`src/hw/rtl/modexp_pkg.sv`:
```
// Shared constants for the modular exponentiation block.
package modexp_pkg;

    // Default operand width for the data channels and the modulus register
    localparam int unsigned MODEXP_WIDTH = 32;

endpackage

```
`src/hw/rtl/modexp_req_if.sv`:
```
// Request channel of the modular exponentiation block: base and exponent.
interface modexp_req_if #(
    parameter int unsigned WIDTH = modexp_pkg::MODEXP_WIDTH
);
    logic             valid;
    logic             ready;
    logic [WIDTH-1:0] base;
    logic [WIDTH-1:0] exponent;

    modport source (output valid, output base, output exponent, input ready);
    modport sink   (input valid, input base, input exponent, output ready);
endinterface

```
`src/hw/rtl/modexp_rsp_if.sv`:
```
// Response channel of the modular exponentiation block: the reduced power.
interface modexp_rsp_if #(
    parameter int unsigned WIDTH = modexp_pkg::MODEXP_WIDTH
);
    logic             valid;
    logic             ready;
    logic [WIDTH-1:0] power_mod;

    modport source (output valid, output power_mod, input ready);
    modport sink   (input valid, input power_mod, output ready);
endinterface

```
`src/hw/rtl/modular_exponentiation.sv`:
```
// Modular exponentiation: base ** exponent mod modulus, square and multiply.
//
// Usage
//   Write the modulus through i_cfg_we / i_cfg_wdata while the block is idle.
//   Present base and exponent on i_req; a transfer takes place when valid and
//   ready are both high. The result appears on o_rsp and is held until its
//   transfer completes.
// Operation
//   The block works on one request at a time and drops i_req.ready until the
//   result has been computed. All arithmetic runs on one modular adder pair
//   that performs one shift-and-add step per cycle. The base is first reduced
//   modulo the modulus. Each exponent bit then costs a decision step, a
//   multiply when the bit is set and a squaring; the squaring after the last
//   set bit is skipped and scanning stops there. The next request is taken
//   once the result has moved to the output register.
//   A modulus of 0 or 1 gives a result of 0 and skips the arithmetic.
// Reset and stalls
//   Reset empties the output register, returns to idle and sets the modulus
//   to 1. A finished result waits in the output register while o_rsp is
//   stalled; a new request is taken meanwhile, and its result is held back
//   until the output register is free.
module modular_exponentiation #(
    parameter int unsigned WIDTH = modexp_pkg::MODEXP_WIDTH
) (
    input  logic             i_clk,
    input  logic             i_rst_n,
    input  logic             i_cfg_we,
    input  logic [WIDTH-1:0] i_cfg_wdata,
    modexp_req_if.sink       i_req,
    modexp_rsp_if.source     o_rsp
);

    localparam int unsigned CNT_W = $clog2(WIDTH);

    typedef enum logic [2:0] {
        S_IDLE,
        S_REDUCE,
        S_BIT,
        S_MUL,
        S_DONE
    } t_state;

    t_state           r_state,     n_state;
    logic [WIDTH-1:0] r_modulus,   n_modulus;
    logic [WIDTH-1:0] r_base,      n_base;
    logic [WIDTH-1:0] r_exp,       n_exp;
    logic [WIDTH-1:0] r_res,       n_res;
    logic [WIDTH-1:0] r_acc,       n_acc;
    logic [WIDTH-1:0] r_addend,    n_addend;
    logic [WIDTH-1:0] r_mplier,    n_mplier;
    logic [CNT_W-1:0] r_cnt,       n_cnt;
    logic             r_sq,        n_sq;
    logic             r_out_valid, n_out_valid;
    logic [WIDTH-1:0] r_power_mod, n_power_mod;

    logic [WIDTH-1:0] add_acc;
    logic [WIDTH-1:0] add_dbl;
    logic [WIDTH-1:0] acc_step;
    logic             dbl_cin;
    logic             last_step;

    // (x + y + cin) mod m, valid for x < m, y < m
    function automatic logic [WIDTH-1:0] mod_add(
        input logic [WIDTH-1:0] x,
        input logic [WIDTH-1:0] y,
        input logic             cin,
        input logic [WIDTH-1:0] m
    );
        logic [WIDTH:0] sum;
        logic [WIDTH:0] diff;
        sum  = {1'b0, x} + {1'b0, y} + {{WIDTH{1'b0}}, cin};
        diff = sum - {1'b0, m};
        if (sum >= {1'b0, m}) begin
            return diff[WIDTH-1:0];
        end
        return sum[WIDTH-1:0];
    endfunction

    // Shared unit: accumulate and double; doubling shifts in a base bit on reduction
    assign dbl_cin   = (r_state == S_REDUCE) ? r_mplier[WIDTH-1] : 1'b0;
    assign add_acc   = mod_add(r_acc, r_addend, 1'b0, r_modulus);
    assign add_dbl   = mod_add(r_addend, r_addend, dbl_cin, r_modulus);
    assign acc_step  = r_mplier[0] ? add_acc : r_acc;
    assign last_step = (r_cnt == CNT_W'(WIDTH - 1));

    assign i_req.ready     = (r_state == S_IDLE);
    assign o_rsp.valid     = r_out_valid;
    assign o_rsp.power_mod = r_power_mod;

    // Sequencer next state
    always_comb begin
        n_state     = r_state;
        n_modulus   = i_cfg_we ? i_cfg_wdata : r_modulus;
        n_base      = r_base;
        n_exp       = r_exp;
        n_res       = r_res;
        n_acc       = r_acc;
        n_addend    = r_addend;
        n_mplier    = r_mplier;
        n_cnt       = r_cnt;
        n_sq        = r_sq;
        n_out_valid = r_out_valid;
        n_power_mod = r_power_mod;

        // drop the result once its transfer completes
        if (r_out_valid && o_rsp.ready) begin
            n_out_valid = 1'b0;
        end

        case (r_state)
            S_IDLE: begin
                if (i_req.valid) begin
                    n_exp    = i_req.exponent;
                    n_mplier = i_req.base;
                    n_addend = '0;
                    n_cnt    = '0;
                    if (r_modulus <= WIDTH'(1)) begin
                        n_res   = '0;
                        n_state = S_DONE;
                    end else begin
                        n_res   = WIDTH'(1);
                        n_state = S_REDUCE;
                    end
                end
            end
            S_REDUCE: begin
                // restoring remainder, one base bit per cycle from the top
                n_addend = add_dbl;
                n_mplier = r_mplier << 1;
                n_cnt    = r_cnt + CNT_W'(1);
                if (last_step) begin
                    n_base  = add_dbl;
                    n_state = S_BIT;
                end
            end
            S_BIT: begin
                n_acc = '0;
                n_cnt = '0;
                if (r_exp == '0) begin
                    n_state = S_DONE;
                end else if (r_exp[0]) begin
                    n_addend = r_res;
                    n_mplier = r_base;
                    n_sq     = 1'b0;
                    n_state  = S_MUL;
                end else begin
                    n_addend = r_base;
                    n_mplier = r_base;
                    n_sq     = 1'b1;
                    n_state  = S_MUL;
                end
            end
            S_MUL: begin
                // right-to-left shift-and-add modular product
                n_acc    = acc_step;
                n_addend = add_dbl;
                n_mplier = r_mplier >> 1;
                n_cnt    = r_cnt + CNT_W'(1);
                if (last_step) begin
                    n_acc = '0;
                    n_cnt = '0;
                    if (!r_sq) begin
                        n_res = acc_step;
                        if (r_exp[WIDTH-1:1] == '0) begin
                            n_state = S_DONE;
                        end else begin
                            n_addend = r_base;
                            n_mplier = r_base;
                            n_sq     = 1'b1;
                        end
                    end else begin
                        n_base  = acc_step;
                        n_exp   = r_exp >> 1;
                        n_state = S_BIT;
                    end
                end
            end
            S_DONE: begin
                // hold until the output register is free
                if (!r_out_valid || o_rsp.ready) begin
                    n_out_valid = 1'b1;
                    n_power_mod = r_res;
                    n_state     = S_IDLE;
                end
            end
            default: begin
                n_state = S_IDLE;
            end
        endcase
    end

    // State, datapath and output registers
    always_ff @(posedge i_clk) begin
        if (!i_rst_n) begin
            r_state     <= S_IDLE;
            r_out_valid <= 1'b0;
            r_modulus   <= WIDTH'(1);
        end else begin
            r_state     <= n_state;
            r_out_valid <= n_out_valid;
            r_modulus   <= n_modulus;
        end
        r_base      <= n_base;
        r_exp       <= n_exp;
        r_res       <= n_res;
        r_acc       <= n_acc;
        r_addend    <= n_addend;
        r_mplier    <= n_mplier;
        r_cnt       <= n_cnt;
        r_sq        <= n_sq;
        r_power_mod <= n_power_mod;
    end

    // Requests are taken only while no operation is in flight
    a_ready_idle: assert property (@(posedge i_clk) disable iff (!i_rst_n)
        (r_state != S_IDLE) |-> !i_req.ready)
        else $error("request ready while an operation is in flight");

    // Operands of the modular adder stay reduced
    a_addend_reduced: assert property (@(posedge i_clk) disable iff (!i_rst_n)
        ((r_state == S_REDUCE) || (r_state == S_MUL)) |-> (r_addend < r_modulus))
        else $error("addend not reduced below the modulus");

    a_acc_reduced: assert property (@(posedge i_clk) disable iff (!i_rst_n)
        (r_state == S_MUL) |-> (r_acc < r_modulus))
        else $error("accumulator not reduced below the modulus");

    // A trivial modulus yields zero straight away
    a_trivial_modulus: assert property (@(posedge i_clk) disable iff (!i_rst_n)
        (i_req.valid && i_req.ready && (r_modulus <= WIDTH'(1)))
        |=> ((r_state == S_DONE) && (r_res == '0)))
        else $error("trivial modulus did not give zero");

    // A finished result lands in the output register
    a_result_loaded: assert property (@(posedge i_clk) disable iff (!i_rst_n)
        ((r_state == S_DONE) && (!r_out_valid || o_rsp.ready))
        |=> (r_out_valid && (r_power_mod == $past(r_res))))
        else $error("finished result not loaded into the output register");

endmodule
```
`src/flat_wrapper.sv`:
```
// flat-port wrapper written by rule: the top's interface ports become plain ports
module modular_exponentiation_flat 
#(
    parameter int unsigned WIDTH = modexp_pkg::MODEXP_WIDTH
)
  (i_clk, i_rst_n, i_cfg_we, i_cfg_wdata, i_req_valid, i_req_base, i_req_exponent, i_req_ready, o_rsp_valid, o_rsp_power_mod, o_rsp_ready);
  modexp_req_if #(.WIDTH(WIDTH)) i_req_i ();
  modexp_rsp_if #(.WIDTH(WIDTH)) o_rsp_i ();
  input  logic i_clk;
  input  logic i_rst_n;
  input  logic i_cfg_we;
  input  logic [WIDTH-1:0] i_cfg_wdata;
  input wire logic [$bits(i_req_i.valid)-1:0] i_req_valid;
  input wire logic [$bits(i_req_i.base)-1:0] i_req_base;
  input wire logic [$bits(i_req_i.exponent)-1:0] i_req_exponent;
  output wire logic [$bits(i_req_i.ready)-1:0] i_req_ready;
  output wire logic [$bits(o_rsp_i.valid)-1:0] o_rsp_valid;
  output wire logic [$bits(o_rsp_i.power_mod)-1:0] o_rsp_power_mod;
  input wire logic [$bits(o_rsp_i.ready)-1:0] o_rsp_ready;
  assign i_req_i.valid = i_req_valid;
  assign i_req_i.base = i_req_base;
  assign i_req_i.exponent = i_req_exponent;
  assign i_req_ready = i_req_i.ready;
  assign o_rsp_valid = o_rsp_i.valid;
  assign o_rsp_power_mod = o_rsp_i.power_mod;
  assign o_rsp_i.ready = o_rsp_ready;
  modular_exponentiation #(.WIDTH(WIDTH)) u_core (.i_clk(i_clk), .i_rst_n(i_rst_n), .i_cfg_we(i_cfg_we), .i_cfg_wdata(i_cfg_wdata), .i_req(i_req_i), .o_rsp(o_rsp_i));
endmodule
```
`config.mk`:
```
export PLATFORM = sky130hd
export DESIGN_NAME = modular_exponentiation_flat
export DESIGN_NICKNAME = d
export VERILOG_FILES = /design/src/hw/rtl/modexp_pkg.sv /design/src/hw/rtl/modexp_req_if.sv /design/src/hw/rtl/modexp_rsp_if.sv /design/src/hw/rtl/modular_exponentiation.sv /design/src/flat_wrapper.sv
export SDC_FILE = /design/constraint.sdc
export NUM_CORES = 1
export LEC_CHECK = 0
export BUFFER_PORTS_ARGS = -buffer_cell sky130_fd_sc_hd__buf_2
export CORE_ASPECT_RATIO = 0.7
export CORE_MARGIN = 2
export CORE_UTILIZATION = 44
export DETAILED_ROUTE_END_ITERATION = 6
export SLEW_MARGIN = 5
export SYNTH_ARGS = -nofsm -noshare
export SYNTH_HDL_FRONTEND = slang
export SYNTH_SLANG_ARGS = --single-unit
```
`constraint.sdc`:
```
create_clock -name i_clk -period 5.22 [get_ports i_clk]
set_input_delay 0.522 -clock i_clk [delete_from_list [all_inputs] [get_ports i_clk]]
set_output_delay 0.522 -clock i_clk [all_outputs]
set_load 0.05 [all_outputs]
```
==> impl_metrics.json <==
{
  "drt-pass1-iter-count": 6,
  "critPathCaptureType": "register",
  "m1WireLength_mm": 28.13,
  "die-area_sq_mm": 0.04199,
  "clk_path_buf_depth": 3,
  "max_freq_ghz": 0.1906,
  "synth_fp_nets": 2035,
  "crit_fanout": 6,
  "place_ws_ns": -0.3083,
  "drive_above_1_share": 0.2702,
  "critPathCapture": "u_core.r_base[16]",
  "layout_common_cells": "230 x edfxtp_1, 222 x buf_4, 167 x nand2_1, 151 x nor2_1, 134 x buf_2",
  "synthCells": 1833,
  "grt_pass1_wl_mm": 91.91,
  "setup_viol": 4,
  "critPathLaunchType": "register",
  "slowest_delay_ns": 0.41,
  "maxCapViolations": 0,
  "layout_min_cycle_time_ns": 5.246,
  "area_growth_pct": 26.37,
  "rows": 61,
  "grt_pass1_vias": 15050,
  "fin_crit_sh": 1.005,
  "ys_seq_area_frac": 0.4297,
  "cts_tree": "yes",
  "grt_start_max_net_pins": 62,
  "num_io_pins": 135,
  "gr-total-overflow": 0,
  "wirelength_mm": 62.76,
  "synth_edf_count": 230,
  "r2r_cells": 23,
  "dp_hpwl_mm": 47.36,
  "initial_core_util": 0.4464,
  "synth_flop_cell": "edfxtp_1",
  "crit_family": "compound AO/OA/AOI/OAI gates",
  "ys_ff_latch": 266,
  "instances_no_fill": 2715,
  "nets": 2360,
  "core_sq_mm": 0.03976,
  "place_congestion": 0.9642,
  "crit_chain": "ha_2, fa_2, a211oi_2, o211ai_1, a221o_2, a21oi_4, buf_6, o31a_1, o21a_1, buf_4, a311oi_4, ha_1, and3_4, and3_4, buf_6, o311ai_4, buf_4, a31o_4, buf_12, buf_8, nand3_1, a31oi_2, mux2_4",
  "numCtsBuffers": 28,
  "hold_path.class": "input port to register",
  "htreeDepth": 1,
  "async_flop_share": 0,
  "cp_data_arrival_time_ns": 5.57,
  "vias": 16140,
  "crit_required_ns": 5.54,
  "slew_headroom": 0.1748,
  "wl_per_cell_um": 23.12,
  "cp.depth": 23,
  "root_buffer": "clkbuf_16",
  "ys_warn_count": 0,
  "die_h_um": 172.0,
  "drt-initial-drc-count": 1815,
  "viasPerCell": 5.943,
  "drv_slew": 0,
  "clk_latency_ns": 0.57,
  "drc": 0,
  "top_layer": "met4",
  "antenna_found_initial": 0,
  "fin_util": 0.5641,
  "violations": "negative setup slack",
  "ant_nets": 0,
  "crit_type": "register to register",
  "met2_length_mm": 27.65,
  "skew_ns": 0.01861,
  "r2r-start": "u_core.r_acc[0]",
  "crit_buf_inv": 6,
  "reg2reg_slack_ns": -0.03,
  "io_buffers": 134,
  "setup_slack_ns": -0.02644,
  "hold_path_depth": 3,
  "place_inst": 2619,
  "reg2reg_to": "u_core.r_base[16]",
  "grt_setup_unrepaired": "yes",
  "wl_met3_mm": 4.819,
  "synth_area_sq_mm": 0.01775,
  "cts_sinks": 266,
  "critPathSlowestCell": "a221o_2",
  "hold_violations": 0,
  "tightestPinTransition_ns": 1.233,
  "final_common_cell": "edfxtp_1",
  "ctsHoldBuffers": 0,
  "synth_area_per_cell_sq_um": 9.683,
  "status": "finished, violations left",
  "die_w_um": 244.1,
  "ys_types": 86,
  "cp-startpoint": "u_core.r_acc[0]",
  "clk_pin_slew_worst_paths_ns": 0.06,
  "diodes": 0,
  "grtUsageTotal": 0.2879
}
routing by layer:
metal | vias to the layer above | GRT usage
met5 | - | 0
met4 | 0 | 0.09332
met3 | 113 | 0.04253
met2 | 702 | 0.4416
met1 | 7765 | 0.4177
li1 | 7556 | -
cell usage after synthesis (10+ instances only):
cell	n	area, sq um
nand4_1	15	93.84
o21bai_1	13	97.59
a211oi_1	14	105.1
o211ai_1	10	75.07
nor4_1	24	150.1
a211oi_2	13	162.7
nand2b_1	19	118.9
a22oi_1	15	112.6
o22ai_1	62	387.9
a21oi_1	127	635.6
nor3_1	34	170.2
edfxtp_1	230	6907
ha_1	98	1226
xor2_1	22	192.7
o22a_1	31	271.5
o31ai_1	14	105.1
nand2_1	170	638.1
and3_1	21	131.4
nor2_1	156	585.6
a21o_1	42	315.3
nand3_1	38	190.2
clkbuf_1	70	262.8
xnor2_1	51	446.7
o21ai_0	112	560.5
nor2b_1	49	306.5
dfxtp_1	36	720.7
mux2i_1	65	650.6
a31oi_1	26	162.7
and2_1	27	168.9
mux2_2	18	202.7
inv_1	66	247.7
worst min-delay path by stage:
stage / start / end / slack [ns]
after floorplan: u_core.r_res[0] / u_core.o_rsp.power_mod[0] / 0.43
after global placement: u_core.r_res[18] / u_core.o_rsp.power_mod[18] / 0.43
after detailed placement: u_core.r_res[19] / u_core.o_rsp.power_mod[19] / 0.44
after CTS: i_cfg_wdata[0] / u_core.r_modulus[0] / 0.15
after global routing: i_cfg_wdata[0] / u_core.r_modulus[0] / 0.17
final: i_cfg_wdata[0] / u_core.r_modulus[0] / 0.17
metrics by stage:
step	hold slack [ns]	TNS [ns]	area [sq um]
4_1_cts	0.1526	-0.0005764	21580
5_1_grt	0.1661	-10.56	22430
6_report	0.1680	-0.06805	22430
2_1_floorplan	0.4261	0	17750
3_3_place_gp	0.4333	-12.89	20310
3_5_place_dp	0.4403	-12.90	20310
logic make-up (layout without fill, tap and decap cells):
logic type      after synthesis  after routing  synth area share
mux                          87             87           0.05146
compound gates              566            566            0.2178
flops                       266            266            0.4297
xor+xnor                     73             73           0.03602
fa+ha+maj                   101            101           0.07247
buf+inv                     158            505           0.03637
simple gates                582            582            0.1562
sequential cells by signal, indices dropped and copies added (netlist names):
signal	flops
u_core.r_addend	32
u_core.r_cnt	5
u_core.r_base	32
u_core.r_exp	32
u_core.o_rsp.power_mod	32
u_core.r_acc	32
u_core.r_res	32
u_core.r_mplier	32
u_core.r_sq	1
u_core.o_rsp.valid	1
u_core.r_state	3
u_core.r_modulus	32
layout make-up:
class	count	area [sq um]
Tap cell	535	669.4
Sequential cell	266	7627
Fill cell	3531	17330
Multi-Input combinational cell	1409	10210
Clock inverter	20	178.9
Timing Repair Buffer	386	2751
Inverter	67	251.5
Clock buffer	32	737.0
tightest hold or removal path: stages:
cell and delay [ns]:
buf_2 0.07, mux2i_1 0.05, nand2_1 0.06
timing repair:
item                                    CTS  global route
gates cloned                              1             1
pin swaps                                29            66
endpoints found under the setup margin   95            96
hold endpoints to repair                  0             0
gates resized for setup                  45           116
setup buffers                            13            29
Power is not shown: default switching activity piles up to over one toggle a cycle in this logic, so the estimate is an artifact.
